--- config.mk ---
export PLATFORM = sky130hd
export DESIGN_NAME = stepper_ramp_pulse_generator
export DESIGN_NICKNAME = d
export VERILOG_FILES = /design/src/design/srpg_pkg.sv /design/src/design/stepper_ramp_pulse_generator.sv /design/src/design/srpg_front.sv /design/src/design/srpg_mul.sv /design/src/design/srpg_div.sv /design/src/design/srpg_back.sv
export SDC_FILE = /design/constraint.sdc
export NUM_CORES = 2
export LEC_CHECK = 0
export BUFFER_PORTS_ARGS = -buffer_cell sky130_fd_sc_hd__buf_2
export CORE_MARGIN = 1
export CORE_UTILIZATION = 50
export CTS_CLUSTER_DIAMETER = 30
export DETAILED_ROUTE_END_ITERATION = 12
export PLACE_DENSITY = 0.66
export SYNTH_ARGS = -nofsm -noshare
export SYNTH_HDL_FRONTEND = slang
export SYNTH_SLANG_ARGS = --single-unit
--- constraint.sdc ---
create_clock -name clk_i -period 13.1 [get_ports clk_i]
set_input_delay 0.655 -clock clk_i [delete_from_list [all_inputs] [get_ports clk_i]]
set_output_delay 0.655 -clock clk_i [all_outputs]
set_load 0.1 [all_outputs]
--- src/design/srpg_pkg.sv ---
package srpg_pkg;

  // fixed field widths
  localparam int unsigned POS_W     = 32;
  localparam int unsigned IVL_W     = 24;
  localparam int unsigned ELAPSED_W = 24;
  localparam int unsigned FIX_W     = 32;
  localparam int unsigned SPR_W     = 16;
  localparam int unsigned CFG_W     = 32;
  localparam int unsigned CFG_IDX_W = 2;

  // shared serial multiplier and divider
  localparam int unsigned MUL_A_W   = 64;
  localparam int unsigned MUL_B_W   = 32;
  localparam int unsigned MUL_P_W   = MUL_A_W + MUL_B_W;
  localparam int unsigned MUL_CNT_W = $clog2(MUL_B_W);
  localparam int unsigned DIV_N_W   = 56;
  localparam int unsigned DIV_D_W   = 48;
  localparam int unsigned DIV_CNT_W = $clog2(DIV_N_W);

  // profile datapath
  localparam int unsigned DV_W   = 37;  // acc*elapsed/1e6 stays below 2^37
  localparam int unsigned VW_W   = 40;  // working velocity before clamping
  localparam int unsigned DIST_W = 50;  // signed distance in step/65536 units
  localparam int unsigned MAG_W  = 49;
  localparam int unsigned CMP_W  = 82;  // braking test products

  // divide by 1e6 = 2^6 * 15625: shift, then multiply by ceil(2^64/15625),
  // exact for shifted values below 2^50; the 50-bit operand goes in two halves
  localparam int unsigned RCP_SH = 6;
  localparam int unsigned NSH_W  = 50;
  localparam int unsigned RLO_W  = 83;   // reciprocal times low half
  localparam int unsigned RSUM_W = 101;  // full reciprocal product
  localparam logic [MUL_A_W-1:0] RCP_15625 = 64'd1180591620717412;

  localparam logic [DIV_N_W-1:0] TICK_SCALE    = 56'd1073741824;
  localparam logic [IVL_W-1:0]   IVL_MAX       = '1;
  localparam logic signed [VW_W-1:0] VEL_HI    = 40'sd2147483647;
  localparam logic signed [VW_W-1:0] VEL_LO    = -40'sd2147483648;

  localparam logic [CFG_W-1:0] RST_MAX_ACC   = 32'd65536;
  localparam logic [CFG_W-1:0] RST_MAX_SPEED = 32'd65536;
  localparam logic [SPR_W-1:0] RST_SPR       = 16'd200;

  localparam int unsigned QUEUE_DEPTH = 2;
  localparam int unsigned QPTR_W      = $clog2(QUEUE_DEPTH);
  localparam int unsigned QCNT_W      = $clog2(QUEUE_DEPTH + 1);

  // register indexes
  localparam logic [CFG_IDX_W-1:0] CFG_MAX_ACC   = 2'd0;
  localparam logic [CFG_IDX_W-1:0] CFG_MAX_SPEED = 2'd1;
  localparam logic [CFG_IDX_W-1:0] CFG_SPR       = 2'd2;

  // mode codes on the input channel
  localparam logic [1:0] MODE_TICK   = 2'd0;
  localparam logic [1:0] MODE_UPDATE = 2'd1;
  localparam logic [1:0] MODE_TARGET = 2'd2;
  localparam logic [1:0] MODE_TARE   = 2'd3;

  typedef enum logic [1:0] {
    OP_TICK,
    OP_UPDATE,
    OP_TARGET,
    OP_TARE
  } op_e;

  typedef struct packed {
    op_e                      op;
    logic [ELAPSED_W-1:0]     elapsed;
    logic signed [FIX_W-1:0]  target;
    logic signed [POS_W-1:0]  tare;
  } item_t;

  typedef struct packed {
    logic busy;
    logic done;
  } unit_status_t;

  typedef enum logic [3:0] {
    ST_IDLE,
    ST_MUL_DV,
    ST_RCP_LO,
    ST_RCP_HI,
    ST_MUL_T,
    ST_DECIDE,
    ST_MUL_MA,
    ST_MUL_VV,
    ST_MUL_VS,
    ST_CLAMP,
    ST_MUL_IS,
    ST_DIV_IS,
    ST_MUL_TS
  } back_state_e;

endpackage

--- src/design/stepper_ramp_pulse_generator.sv ---
// Channel   Handshake                 Payload
// input     in_valid_i / in_stall_o   mode_i, elapsed_us_i, target_rotations_i, tare_steps_i
// output    out_valid_o / out_stall_i step_level_o, step_direction_o, position_steps_o,
//                                     velocity_rps_o, at_target_o
// config    cfg_we_i                  cfg_idx_i, cfg_data_i
//
// Tick and tare items are done in the idle state, so ticks run one per cycle while the
// result side keeps pace. A drive-to-target item takes one pass of the 32-step
// serial multiplier. A profile update takes up to eight multiplier passes (two
// of them for the divide by 1e6 by reciprocal) and, for a nonzero new speed and
// step count per rotation, one pass of the 56-step divider for the step interval.
// Reset is asynchronous and active low; no clearing pass is needed.
// A two-entry queue parts the front from the sequencer, so input is taken, until
// the queue is full, while the sequencer works or while a result waits on out_stall_i.
module stepper_ramp_pulse_generator import srpg_pkg::*; (
  input  logic                    clk_i,
  input  logic                    rst_ni,
  // configuration writes
  input  logic                    cfg_we_i,
  input  logic [CFG_IDX_W-1:0]    cfg_idx_i,
  input  logic [CFG_W-1:0]        cfg_data_i,
  // item input
  input  logic                    in_valid_i,
  output logic                    in_stall_o,
  input  logic [1:0]              mode_i,
  input  logic [ELAPSED_W-1:0]    elapsed_us_i,
  input  logic signed [FIX_W-1:0] target_rotations_i,
  input  logic signed [POS_W-1:0] tare_steps_i,
  // result output
  output logic                    out_valid_o,
  input  logic                    out_stall_i,
  output logic                    step_level_o,
  output logic                    step_direction_o,
  output logic signed [POS_W-1:0] position_steps_o,
  output logic signed [FIX_W-1:0] velocity_rps_o,
  output logic                    at_target_o
);

  // front to back queue
  logic  q_valid, q_pop;
  item_t q_item;

  // front: takes items, decodes the mode and queues them
  srpg_front u_front (
    .clk_i              (clk_i),
    .rst_ni             (rst_ni),
    .in_valid_i         (in_valid_i),
    .in_stall_o         (in_stall_o),
    .mode_i             (mode_i),
    .elapsed_us_i       (elapsed_us_i),
    .target_rotations_i (target_rotations_i),
    .tare_steps_i       (tare_steps_i),
    .q_valid_o          (q_valid),
    .q_item_o           (q_item),
    .q_pop_i            (q_pop)
  );

  // back: pulse generator, profile sequencer, result register
  srpg_back u_back (
    .clk_i            (clk_i),
    .rst_ni           (rst_ni),
    .cfg_we_i         (cfg_we_i),
    .cfg_idx_i        (cfg_idx_i),
    .cfg_data_i       (cfg_data_i),
    .q_valid_i        (q_valid),
    .q_item_i         (q_item),
    .q_pop_o          (q_pop),
    .out_valid_o      (out_valid_o),
    .out_stall_i      (out_stall_i),
    .step_level_o     (step_level_o),
    .step_direction_o (step_direction_o),
    .position_steps_o (position_steps_o),
    .velocity_rps_o   (velocity_rps_o),
    .at_target_o      (at_target_o)
  );

endmodule

--- src/design/srpg_front.sv ---
module srpg_front import srpg_pkg::*; (
  input  logic                    clk_i,
  input  logic                    rst_ni,
  input  logic                    in_valid_i,
  output logic                    in_stall_o,
  input  logic [1:0]              mode_i,
  input  logic [ELAPSED_W-1:0]    elapsed_us_i,
  input  logic signed [FIX_W-1:0] target_rotations_i,
  input  logic signed [POS_W-1:0] tare_steps_i,
  output logic                    q_valid_o,
  output item_t                   q_item_o,
  input  logic                    q_pop_i
);

  item_t             mem_q [QUEUE_DEPTH];
  logic [QPTR_W-1:0] wr_ptr_q, wr_ptr_d, rd_ptr_q, rd_ptr_d;
  logic [QCNT_W-1:0] cnt_q, cnt_d;
  logic              push, pop;
  item_t             cls;

  // classify
  always_comb begin
    cls.elapsed = elapsed_us_i;
    cls.target  = target_rotations_i;
    cls.tare    = tare_steps_i;
    case (mode_i)
      MODE_TICK:   cls.op = OP_TICK;
      MODE_UPDATE: cls.op = OP_UPDATE;
      MODE_TARGET: cls.op = OP_TARGET;
      MODE_TARE:   cls.op = OP_TARE;
      default:     cls.op = OP_TICK;
    endcase
  end

  assign in_stall_o = (cnt_q == QCNT_W'(QUEUE_DEPTH));
  assign push       = in_valid_i && !in_stall_o;
  assign q_valid_o  = (cnt_q != '0);
  assign pop        = q_pop_i && q_valid_o;
  assign q_item_o   = mem_q[rd_ptr_q];

  always_comb begin
    wr_ptr_d = push ? wr_ptr_q + QPTR_W'(1) : wr_ptr_q;
    rd_ptr_d = pop ? rd_ptr_q + QPTR_W'(1) : rd_ptr_q;
    cnt_d    = cnt_q + QCNT_W'(push) - QCNT_W'(pop);
  end

  always_ff @(posedge clk_i or negedge rst_ni) begin
    if (!rst_ni) begin
      wr_ptr_q <= '0;
      rd_ptr_q <= '0;
      cnt_q    <= '0;
    end else begin
      wr_ptr_q <= wr_ptr_d;
      rd_ptr_q <= rd_ptr_d;
      cnt_q    <= cnt_d;
    end
  end

  always_ff @(posedge clk_i) begin
    if (push) begin
      mem_q[wr_ptr_q] <= cls;
    end
  end

endmodule

--- src/design/srpg_mul.sv ---
module srpg_mul import srpg_pkg::*; (
  input  logic               clk_i,
  input  logic               rst_ni,
  input  logic               start_i,
  input  logic [MUL_A_W-1:0] a_i,
  input  logic [MUL_B_W-1:0] b_i,
  output unit_status_t       status_o,
  output logic [MUL_P_W-1:0] prod_o
);

  // shift-add, one multiplier bit a cycle
  logic [MUL_A_W-1:0]   a_q, a_d, hi_q, hi_d;
  logic [MUL_B_W-1:0]   lo_q, lo_d;
  logic [MUL_CNT_W-1:0] cnt_q, cnt_d;
  logic                 busy_q, busy_d, done_q, done_d;
  logic [MUL_A_W:0]     sum;

  assign sum = {1'b0, hi_q} + (lo_q[0] ? {1'b0, a_q} : '0);

  always_comb begin
    a_d    = a_q;
    hi_d   = hi_q;
    lo_d   = lo_q;
    cnt_d  = cnt_q;
    busy_d = busy_q;
    done_d = 1'b0;
    if (start_i) begin
      a_d    = a_i;
      hi_d   = '0;
      lo_d   = b_i;
      cnt_d  = MUL_CNT_W'(MUL_B_W - 1);
      busy_d = 1'b1;
    end else if (busy_q) begin
      hi_d  = sum[MUL_A_W:1];
      lo_d  = {sum[0], lo_q[MUL_B_W-1:1]};
      cnt_d = cnt_q - MUL_CNT_W'(1);
      if (cnt_q == '0) begin
        busy_d = 1'b0;
        done_d = 1'b1;
      end
    end
  end

  always_ff @(posedge clk_i or negedge rst_ni) begin
    if (!rst_ni) begin
      busy_q <= 1'b0;
      done_q <= 1'b0;
      cnt_q  <= '0;
    end else begin
      busy_q <= busy_d;
      done_q <= done_d;
      cnt_q  <= cnt_d;
    end
  end

  always_ff @(posedge clk_i) begin
    a_q  <= a_d;
    hi_q <= hi_d;
    lo_q <= lo_d;
  end

  assign status_o.busy = busy_q;
  assign status_o.done = done_q;
  assign prod_o        = {hi_q, lo_q};

endmodule

--- src/design/srpg_div.sv ---
module srpg_div import srpg_pkg::*; (
  input  logic               clk_i,
  input  logic               rst_ni,
  input  logic               start_i,
  input  logic [DIV_N_W-1:0] num_i,
  input  logic [DIV_D_W-1:0] den_i,
  output unit_status_t       status_o,
  output logic [DIV_N_W-1:0] quot_o
);

  // restoring division, one quotient bit a cycle
  logic [DIV_N_W-1:0]   nq_q, nq_d;
  logic [DIV_D_W-1:0]   rem_q, rem_d, den_q, den_d;
  logic [DIV_CNT_W-1:0] cnt_q, cnt_d;
  logic                 busy_q, busy_d, done_q, done_d;
  logic [DIV_D_W:0]     rem_sh, diff;
  logic                 ge;

  assign rem_sh = {rem_q, nq_q[DIV_N_W-1]};
  assign ge     = rem_sh >= {1'b0, den_q};
  assign diff   = rem_sh - {1'b0, den_q};

  always_comb begin
    nq_d   = nq_q;
    rem_d  = rem_q;
    den_d  = den_q;
    cnt_d  = cnt_q;
    busy_d = busy_q;
    done_d = 1'b0;
    if (start_i) begin
      nq_d   = num_i;
      rem_d  = '0;
      den_d  = den_i;
      cnt_d  = DIV_CNT_W'(DIV_N_W - 1);
      busy_d = 1'b1;
    end else if (busy_q) begin
      nq_d  = {nq_q[DIV_N_W-2:0], ge};
      rem_d = ge ? diff[DIV_D_W-1:0] : rem_sh[DIV_D_W-1:0];
      cnt_d = cnt_q - DIV_CNT_W'(1);
      if (cnt_q == '0) begin
        busy_d = 1'b0;
        done_d = 1'b1;
      end
    end
  end

  always_ff @(posedge clk_i or negedge rst_ni) begin
    if (!rst_ni) begin
      busy_q <= 1'b0;
      done_q <= 1'b0;
      cnt_q  <= '0;
    end else begin
      busy_q <= busy_d;
      done_q <= done_d;
      cnt_q  <= cnt_d;
    end
  end

  always_ff @(posedge clk_i) begin
    nq_q  <= nq_d;
    rem_q <= rem_d;
    den_q <= den_d;
  end

  assign status_o.busy = busy_q;
  assign status_o.done = done_q;
  assign quot_o        = nq_q;

endmodule

--- src/design/srpg_back.sv ---
module srpg_back import srpg_pkg::*; (
  input  logic                    clk_i,
  input  logic                    rst_ni,
  input  logic                    cfg_we_i,
  input  logic [CFG_IDX_W-1:0]    cfg_idx_i,
  input  logic [CFG_W-1:0]        cfg_data_i,
  input  logic                    q_valid_i,
  input  item_t                   q_item_i,
  output logic                    q_pop_o,
  output logic                    out_valid_o,
  input  logic                    out_stall_i,
  output logic                    step_level_o,
  output logic                    step_direction_o,
  output logic signed [POS_W-1:0] position_steps_o,
  output logic signed [FIX_W-1:0] velocity_rps_o,
  output logic                    at_target_o
);

  back_state_e state_q, state_d;
  logic        launched_q, launched_d;

  logic [CFG_W-1:0] acc_q, vmax_q;
  logic [SPR_W-1:0] spr_q;

  logic [POS_W-1:0]        pos_q, pos_d, tgt_q, tgt_d;
  logic signed [FIX_W-1:0] tfix_q, tfix_d, vel_q, vel_d;
  logic [IVL_W-1:0]        ivl_q, ivl_d, tss_q, tss_d;
  logic                    phase_q, phase_d, dir_q, dir_d, line_q, line_d;

  item_t                   item_q, item_d;
  logic [DV_W-1:0]         dv_q, dv_d;
  logic [NSH_W-1:0]        nsh_q, nsh_d;
  logic [RLO_W-1:0]        rlo_q, rlo_d;
  logic signed [VW_W-1:0]  v_q, v_d;
  logic                    dpos_q, dpos_d;
  logic [MAG_W-1:0]        mag_q, mag_d;
  logic [CMP_W-1:0]        pma_q, pma_d;

  logic                    out_valid_q, out_valid_d;
  logic                    o_line_q, o_dir_q, o_at_q;
  logic [POS_W-1:0]        o_pos_q;
  logic [FIX_W-1:0]        o_vel_q;

  logic                    mul_start, div_start, can_start, fin, st_unit;
  logic [MUL_A_W-1:0]      mul_a;
  logic [MUL_B_W-1:0]      mul_b;
  logic [MUL_P_W-1:0]      mul_prod;
  logic [DIV_N_W-1:0]      div_n, div_quot;
  logic [DIV_D_W-1:0]      div_d;
  unit_status_t            mul_st, div_st;

  // shared arithmetic units
  srpg_mul u_mul (
    .clk_i    (clk_i),
    .rst_ni   (rst_ni),
    .start_i  (mul_start),
    .a_i      (mul_a),
    .b_i      (mul_b),
    .status_o (mul_st),
    .prod_o   (mul_prod)
  );

  srpg_div u_div (
    .clk_i    (clk_i),
    .rst_ni   (rst_ni),
    .start_i  (div_start),
    .num_i    (div_n),
    .den_i    (div_d),
    .status_o (div_st),
    .quot_o   (div_quot)
  );

  assign can_start = q_valid_i && (!out_valid_q || !out_stall_i);

  // speed change: reciprocal times high half added to the stored low half
  logic [RSUM_W-1:0] rcp_sum;
  assign rcp_sum = {mul_prod[RSUM_W-MUL_B_W-1:0], {MUL_B_W{1'b0}}} + RSUM_W'(rlo_q);

  // magnitudes
  logic [FIX_W-1:0] tf_abs, vel_abs, tin_abs;
  assign tf_abs  = tfix_q[FIX_W-1] ? (~tfix_q + FIX_W'(1)) : tfix_q;
  assign vel_abs = vel_q[FIX_W-1] ? (~vel_q + FIX_W'(1)) : vel_q;
  assign tin_abs = item_q.target[FIX_W-1] ? (~item_q.target + FIX_W'(1)) : item_q.target;

  // distance to target: target_fixed*spr - position*65536
  logic signed [DIST_W-1:0] t_dist, p_dist, dd;
  logic                     d_zero, dir_pos, vel_pos, simple;
  logic [MAG_W-1:0]         mag;
  always_comb begin
    t_dist  = tfix_q[FIX_W-1] ? -$signed({2'b00, mul_prod[47:0]})
                              : $signed({2'b00, mul_prod[47:0]});
    p_dist  = $signed({{2{pos_q[POS_W-1]}}, pos_q, 16'h0000});
    dd      = t_dist - p_dist;
    d_zero  = (dd == '0);
    dir_pos = !dd[DIST_W-1];
    mag     = dd[DIST_W-1] ? MAG_W'(-dd) : MAG_W'(dd);
    vel_pos = !vel_q[FIX_W-1] && (vel_q != '0);
    simple  = (vel_q == '0) || (dir_pos != vel_pos);
  end

  // velocity step and clamp
  logic signed [VW_W-1:0] vel_ext, dv_ext, v_plus, v_minus, vc;
  logic [VW_W-1:0]        v_abs, vmax_ext;
  logic signed [FIX_W-1:0] vnew;
  logic                   accel, need_ivl;
  always_comb begin
    vel_ext  = VW_W'(vel_q);
    dv_ext   = $signed(VW_W'(dv_q));
    v_plus   = vel_ext + dv_ext;
    v_minus  = vel_ext - dv_ext;
    accel    = pma_q > mul_prod[CMP_W-1:0];
    v_abs    = v_q[VW_W-1] ? VW_W'(-v_q) : VW_W'(v_q);
    vmax_ext = VW_W'(vmax_q);
    if (v_abs > vmax_ext) begin
      vc = v_q[VW_W-1] ? -$signed(vmax_ext) : $signed(vmax_ext);
    end else begin
      vc = v_q;
    end
    if (vc > VEL_HI) begin
      vnew = FIX_W'(VEL_HI);
    end else if (vc < VEL_LO) begin
      vnew = FIX_W'(VEL_LO);
    end else begin
      vnew = vc[FIX_W-1:0];
    end
    need_ivl = (vnew != '0) && (spr_q != '0);
  end

  // next state
  always_comb begin
    state_d = state_q;
    case (state_q)
      ST_IDLE: begin
        if (can_start) begin
          case (q_item_i.op)
            OP_UPDATE: state_d = ST_MUL_DV;
            OP_TARGET: state_d = ST_MUL_TS;
            default:   state_d = ST_IDLE;
          endcase
        end
      end
      ST_MUL_DV: if (mul_st.done) state_d = ST_RCP_LO;
      ST_RCP_LO: if (mul_st.done) state_d = ST_RCP_HI;
      ST_RCP_HI: if (mul_st.done) state_d = ST_MUL_T;
      ST_MUL_T:  if (mul_st.done) state_d = ST_DECIDE;
      ST_DECIDE: state_d = (!d_zero && !simple) ? ST_MUL_MA : ST_CLAMP;
      ST_MUL_MA: if (mul_st.done) state_d = ST_MUL_VV;
      ST_MUL_VV: if (mul_st.done) state_d = ST_MUL_VS;
      ST_MUL_VS: if (mul_st.done) state_d = ST_CLAMP;
      ST_CLAMP:  state_d = need_ivl ? ST_MUL_IS : ST_IDLE;
      ST_MUL_IS: if (mul_st.done) state_d = ST_DIV_IS;
      ST_DIV_IS: if (div_st.done) state_d = ST_IDLE;
      ST_MUL_TS: if (mul_st.done) state_d = ST_IDLE;
      default:   state_d = ST_IDLE;
    endcase
  end

  // unit control and operands
  always_comb begin
    mul_a   = '0;
    mul_b   = '0;
    div_n   = TICK_SCALE;
    div_d   = '0;
    st_unit = 1'b1;
    case (state_q)
      ST_MUL_DV: begin
        mul_a = MUL_A_W'(acc_q);
        mul_b = MUL_B_W'(item_q.elapsed);
      end
      ST_RCP_LO: begin
        mul_a = RCP_15625;
        mul_b = nsh_q[MUL_B_W-1:0];
      end
      ST_RCP_HI: begin
        mul_a = RCP_15625;
        mul_b = MUL_B_W'(nsh_q[NSH_W-1:MUL_B_W]);
      end
      ST_MUL_T: begin
        mul_a = MUL_A_W'(tf_abs);
        mul_b = MUL_B_W'(spr_q);
      end
      ST_MUL_MA: begin
        mul_a = MUL_A_W'(mag_q);
        mul_b = MUL_B_W'(acc_q);
      end
      ST_MUL_VV: begin
        mul_a = MUL_A_W'(vel_abs);
        mul_b = MUL_B_W'(vel_abs);
      end
      ST_MUL_VS: begin
        mul_a = mul_prod[MUL_A_W-1:0];
        mul_b = MUL_B_W'(spr_q);
      end
      ST_MUL_IS: begin
        mul_a = MUL_A_W'(vel_abs);
        mul_b = MUL_B_W'(spr_q);
      end
      ST_DIV_IS: div_d = mul_prod[DIV_D_W-1:0];
      ST_MUL_TS: begin
        mul_a = MUL_A_W'(tin_abs);
        mul_b = MUL_B_W'(spr_q);
      end
      default: st_unit = 1'b0;
    endcase
    q_pop_o    = (state_q == ST_IDLE) && can_start;
    mul_start  = st_unit && !launched_q && (state_q != ST_DIV_IS);
    div_start  = !launched_q && (state_q == ST_DIV_IS);
    launched_d = st_unit && (state_d == state_q) && (launched_q || mul_start || div_start);
  end

  // tick: two-phase pulse generator
  logic [IVL_W-1:0] tss_inc;
  assign tss_inc = (tss_q < IVL_MAX) ? tss_q + IVL_W'(1) : tss_q;

  // datapath
  logic [31:0] ts_sh;
  always_comb begin
    pos_d       = pos_q;
    tgt_d       = tgt_q;
    tfix_d      = tfix_q;
    vel_d       = vel_q;
    ivl_d       = ivl_q;
    tss_d       = tss_q;
    phase_d     = phase_q;
    dir_d       = dir_q;
    line_d      = line_q;
    item_d      = item_q;
    dv_d        = dv_q;
    nsh_d       = nsh_q;
    rlo_d       = rlo_q;
    v_d         = v_q;
    dpos_d      = dpos_q;
    mag_d       = mag_q;
    pma_d       = pma_q;
    fin         = 1'b0;
    ts_sh       = mul_prod[47:16];
    case (state_q)
      ST_IDLE: begin
        if (can_start) begin
          item_d = q_item_i;
          case (q_item_i.op)
            OP_TICK: begin
              fin = 1'b1;
              if (phase_q) begin
                tss_d = tss_inc;
                if (pos_q != tgt_q) begin
                  if (tss_inc >= ivl_q) begin
                    line_d = 1'b1;
                    pos_d  = dir_q ? pos_q + POS_W'(1) : pos_q - POS_W'(1);
                    tss_d  = '0;
                  end
                  phase_d = 1'b0;
                end
              end else begin
                line_d  = 1'b0;
                phase_d = 1'b1;
              end
            end
            OP_TARE: begin
              fin   = 1'b1;
              pos_d = q_item_i.tare;
            end
            default: ;
          endcase
        end
      end
      ST_MUL_DV: if (mul_st.done) nsh_d = mul_prod[RCP_SH+NSH_W-1:RCP_SH];
      ST_RCP_LO: if (mul_st.done) rlo_d = mul_prod[RLO_W-1:0];
      ST_RCP_HI: if (mul_st.done) dv_d = rcp_sum[RSUM_W-1:MUL_A_W];
      ST_DECIDE: begin
        dpos_d = dir_pos;
        mag_d  = mag;
        if (d_zero) begin
          v_d = '0;
        end else begin
          v_d = dir_pos ? v_plus : v_minus;
        end
      end
      ST_MUL_MA: if (mul_st.done) pma_d = mul_prod[CMP_W-1:0];
      ST_MUL_VS: begin
        if (mul_st.done) begin
          v_d = (accel == dpos_q) ? v_plus : v_minus;
        end
      end
      ST_CLAMP: begin
        vel_d = vnew;
        dir_d = !vnew[FIX_W-1] && (vnew != '0);
        fin   = !need_ivl;
      end
      ST_DIV_IS: begin
        if (div_st.done) begin
          ivl_d = (div_quot > DIV_N_W'(IVL_MAX)) ? IVL_MAX : div_quot[IVL_W-1:0];
          fin   = 1'b1;
        end
      end
      ST_MUL_TS: begin
        if (mul_st.done) begin
          tfix_d = item_q.target;
          tgt_d  = item_q.target[FIX_W-1] ? POS_W'(~ts_sh + 32'd1) : POS_W'(ts_sh);
          fin    = 1'b1;
        end
      end
      default: ;
    endcase
    if (fin) begin
      out_valid_d = 1'b1;
    end else if (!out_stall_i) begin
      out_valid_d = 1'b0;
    end else begin
      out_valid_d = out_valid_q;
    end
  end

  always_ff @(posedge clk_i or negedge rst_ni) begin
    if (!rst_ni) begin
      state_q     <= ST_IDLE;
      launched_q  <= 1'b0;
      acc_q       <= RST_MAX_ACC;
      vmax_q      <= RST_MAX_SPEED;
      spr_q       <= RST_SPR;
      pos_q       <= '0;
      tgt_q       <= '0;
      tfix_q      <= '0;
      vel_q       <= '0;
      ivl_q       <= IVL_MAX;
      tss_q       <= '0;
      phase_q     <= 1'b0;
      dir_q       <= 1'b0;
      line_q      <= 1'b0;
      out_valid_q <= 1'b0;
    end else begin
      state_q     <= state_d;
      launched_q  <= launched_d;
      pos_q       <= pos_d;
      tgt_q       <= tgt_d;
      tfix_q      <= tfix_d;
      vel_q       <= vel_d;
      ivl_q       <= ivl_d;
      tss_q       <= tss_d;
      phase_q     <= phase_d;
      dir_q       <= dir_d;
      line_q      <= line_d;
      out_valid_q <= out_valid_d;
      if (cfg_we_i) begin
        case (cfg_idx_i)
          CFG_MAX_ACC:   acc_q  <= cfg_data_i;
          CFG_MAX_SPEED: vmax_q <= cfg_data_i;
          CFG_SPR:       spr_q  <= cfg_data_i[SPR_W-1:0];
          default: ;
        endcase
      end
    end
  end

  always_ff @(posedge clk_i) begin
    item_q <= item_d;
    dv_q   <= dv_d;
    nsh_q  <= nsh_d;
    rlo_q  <= rlo_d;
    v_q    <= v_d;
    dpos_q <= dpos_d;
    mag_q  <= mag_d;
    pma_q  <= pma_d;
    if (fin) begin
      o_line_q <= line_d;
      o_dir_q  <= dir_d;
      o_pos_q  <= pos_d;
      o_vel_q  <= vel_d;
      o_at_q   <= (pos_d == tgt_d);
    end
  end

  assign out_valid_o      = out_valid_q;
  assign step_level_o     = o_line_q;
  assign step_direction_o = o_dir_q;
  assign position_steps_o = o_pos_q;
  assign velocity_rps_o   = o_vel_q;
  assign at_target_o      = o_at_q;

`ifndef SYNTHESIS
  a_mul_idle: assert property (@(posedge clk_i) disable iff (!rst_ni)
    mul_start |-> !mul_st.busy) else $error("multiplier restarted while busy");
  a_div_idle: assert property (@(posedge clk_i) disable iff (!rst_ni)
    div_start |-> !div_st.busy) else $error("divider restarted while busy");
  a_pop_idle: assert property (@(posedge clk_i) disable iff (!rst_ni)
    q_pop_o |-> (state_q == ST_IDLE)) else $error("item taken while busy");
  a_slot_free: assert property (@(posedge clk_i) disable iff (!rst_ni)
    fin |-> (!out_valid_q || !out_stall_i)) else $error("result overwrites a held item");
`endif

endmodule
==> impl_metrics.yaml <==
clock_tree:
  clk_latency_ns: 0.91
  cts_tree: "done"
  cts.sinks: 1208
  path_clk_slew_ns: 0.05
  cts_inserted_buffers: 300
  ctsResizeCount: 0
  clk_path_buf_depth: 4
  h-tree-depth: 5
  cts.root.buffer_cell: "clkbuf_16"
timing:
  max_freq_ghz: 0.116
  hold_viol: 0
  worstMarginPinSlew_ns: 1.35
  setup_violations: 0
  timing.final.crit_share_pct: 66.1
  rsz0062_at_grt: "false"
  tns_ns: 0
  finalMaxSlewViolations: 0
  finClkSkew_ns: 0.0794
  slew_headroom_pct: 9.94
  period_needed_ns: 8.65
routing:
  wl_per_cell_um: 25.8
  vias: 59600
  vias_per_cell: 6.21
  drt_iter0_drc: 7159
  drt-total-wl_um: 247000
  antenna_left: 0
  first_pass_iters: 10
  drc: 0
worst_setup_path:
  worstSetupPathType: "register to register"
  timing.rr.start: "u_back.tss_q[0]"
  cp-start-kind: "register"
  crit_start: "u_back.tss_q[0]"
  slowest_stage: "nor4_1"
  reg2reg_to: "u_back.at_target_o"
  crit_required_ns: 13.77
  cpMostUsedCell: "nor2_1"
  endpoint: "u_back.at_target_o"
  path_max_fanout: 18
  crit_path_end_kind: "register"
  ff2ff_path_depth: 29
  cpPeakStageDelay_ns: 0.55
  critical_path_arrival_ns: 9.32
  rrSetupSlack_ns: 4.45
grt:
  antenna_found_initial: 19
  grt_max_degree: 95
  use_met1_pct: 46.5
  grt_pass1_vias: 56400
  grt_pass1_wl_um: 363000
  grt_usage_pct: 33.3
  grt-ovfl-total: 0
  grtUsageMet2_pct: 47.7
  grtUsageMet3_pct: 8.96
  top_usage_layer: "met2"
layout:
  drive_gt1_share_pct: 13.9
  area_growth_pct: 20.0
  fin_nets: 8051
  utilization_pct: 60.7
placed_design:
  port_buffers: 197
  hpwl_um: 180000
  place_congestion: 1.01
synth:
  async_reset_ff_share_pct: 23.5
  yosysSeqAreaShare_pct: 46.2
  ys_seq_elements: 1208
  synth_cells: 7086
  avgSynthCellArea_um2: 10.2
  synthesis.area_mm2: 0.0719
  ys.flop_type: "edfxtp_1"
  synth_nets: 7678
  yosysWarnings: 0
  synthTopCellsByArea: "edfxtp_1, dfrtp_1, ha_1, xnor2_1, dfxtp_1"
  ys_types: 93
  synth_top_area_share_pct: 31.6
  synth_edf_count: 756
  synth_top_area_cell: "edfxtp_1"
power_and_ir_drop:
  irDropWorstVdd_mv: 0.273
  p_leak_nw: 35.5
  power.density_mw_per_mm2: 281
outcome:
  status: "complete, no violations"
hold_path:
  hp-start: "cfg_data_i[17]"
  min_path_type: "primary input to register"
floorplan:
  fp.coreArea_mm2: 0.142
  fp.dieH_um: 381
  start_util_pct: 50.6
  io_pins: 198
  rows: 138
  die_x_um: 381
  die_area_mm2: 0.145
flow_run:
  maxCapViolCount: 0
## layer usage
metal | vias to the layer above | part of all wire (%)
met5 | - | 0.029
met4 | 12 | 5.0
met1 | 28800 | 42
met2 | 3025 | 42
li1 | 27100 | -
met3 | 633 | 11
## timing repair
item,in CTS,in global routing
setup buffers,0,0
hold buffers,91,0
hold endpoints to repair,239,0
## cells by family (layout without fill, tap and decap cells)
family	after synthesis	after routing	share of synthesized area [%]
muxes	354	354	5.21
other	0	15	0
and+or+nand+nor	1911	1911	12.9
buffers and inverters	735	1333	3.84
xor gates and xnor gates	557	557	6.78
AOI/OAI and AO/OA	1858	1858	16.9
DFF	1208	1208	46.2
adders and majority gates	463	463	8.12
## power breakdown
group | internal (mW) | switching (mW)
Combinational | 3.55 | 6.74
Sequential | 5.33 | 1.04
Clock | 5.29 | 2.27
Total | 14.2 | 10.1
## synth_stat cells, types with 162 or more instances
cell type,count
edfxtp_1,756
nand2_1,515
nor2_1,513
a21oi_1,470
ha_1,457
o21ai_0,442
inv_1,396
xnor2_1,388
clkbuf_1,283
dfrtp_1,255
mux2i_1,192
xor2_1,169
dfxtp_1,168
a21o_1,162
mux2_2,162
## through the flow
step           instance area, um2  setup WS (ns)  power (mW)  std cells  hold WS (ns)
2_1_floorplan               71900           4.37        13.1       7086         0.359
3_3_place_gp                75100           4.74        16.2       8956         0.446
3_5_place_dp                75100           4.62        16.3       8956         0.456
4_1_cts                     86300           4.56        24.0       9574        0.0114
5_1_grt                     86300           3.61        25.3       9574        0.0273
6_report                    86300           4.45        24.2       9589        0.0429
## worst max-delay path, delay by kind of cell, from the launching register on
family          cells  cell delay (ns)
simple gates       16             4.58
compound gates      8             2.26
fa+ha+maj           2             0.55
flops               1             0.42
xor+xnor            2             0.34
buf+inv             1             0.24
## final cells by class
type	instances	area, um2
Inverter	401	1510
Clock inverter	156	2060
Multi-Input combinational cell	5143	36100
Antenna cell	15	37.5
Sequential cell	1208	33200
Fill cell	11600	55800
Tap cell	1890	2360
Clock buffer	371	8240
Timing Repair Buffer	405	2790
## worst min path at each step
stage / end / slack [ns] / cells past startpoint
6_report: u_back.acc_q[17] / 0.04 / 2
5_1_grt: u_front.mem_q[0][71] / 0.03 / 1
4_1_cts: u_back.acc_q[17] / 0.01 / 2
3_5_place_dp: u_back.u_mul.hi_q[58] / 0.46 / 2
3_3_place_gp: u_back.u_mul.hi_q[58] / 0.45 / 2
2_1_floorplan: u_back.acc_q[0] / 0.36 / 0
## sequential cells by signal, summed over array words and instances (netlist names), 50 cells and up
name	count
u_front.mem_q	180
u_back.nsh_q	50
u_back.u_div.quot_o	56
u_back.pma_q	82
u_back.u_mul.a_q	64
u_back.item_q	56
u_back.u_mul.hi_q	64
u_back.rlo_q	51
## layout by cell type, fill, tap and decap left out, drive strengths merged, types with 314 or more instances in the layout
cell type  synthesis  routed
ha               457     457
edfxtp           756     756
xnor2            388     388
nor2             513     513
clkbuf           284     371
inv              397     421
buf               50     314
nand2            515     515
a21oi            470     470
o21ai            446     446
Note: power is estimated with default switching activity, not from simulation.
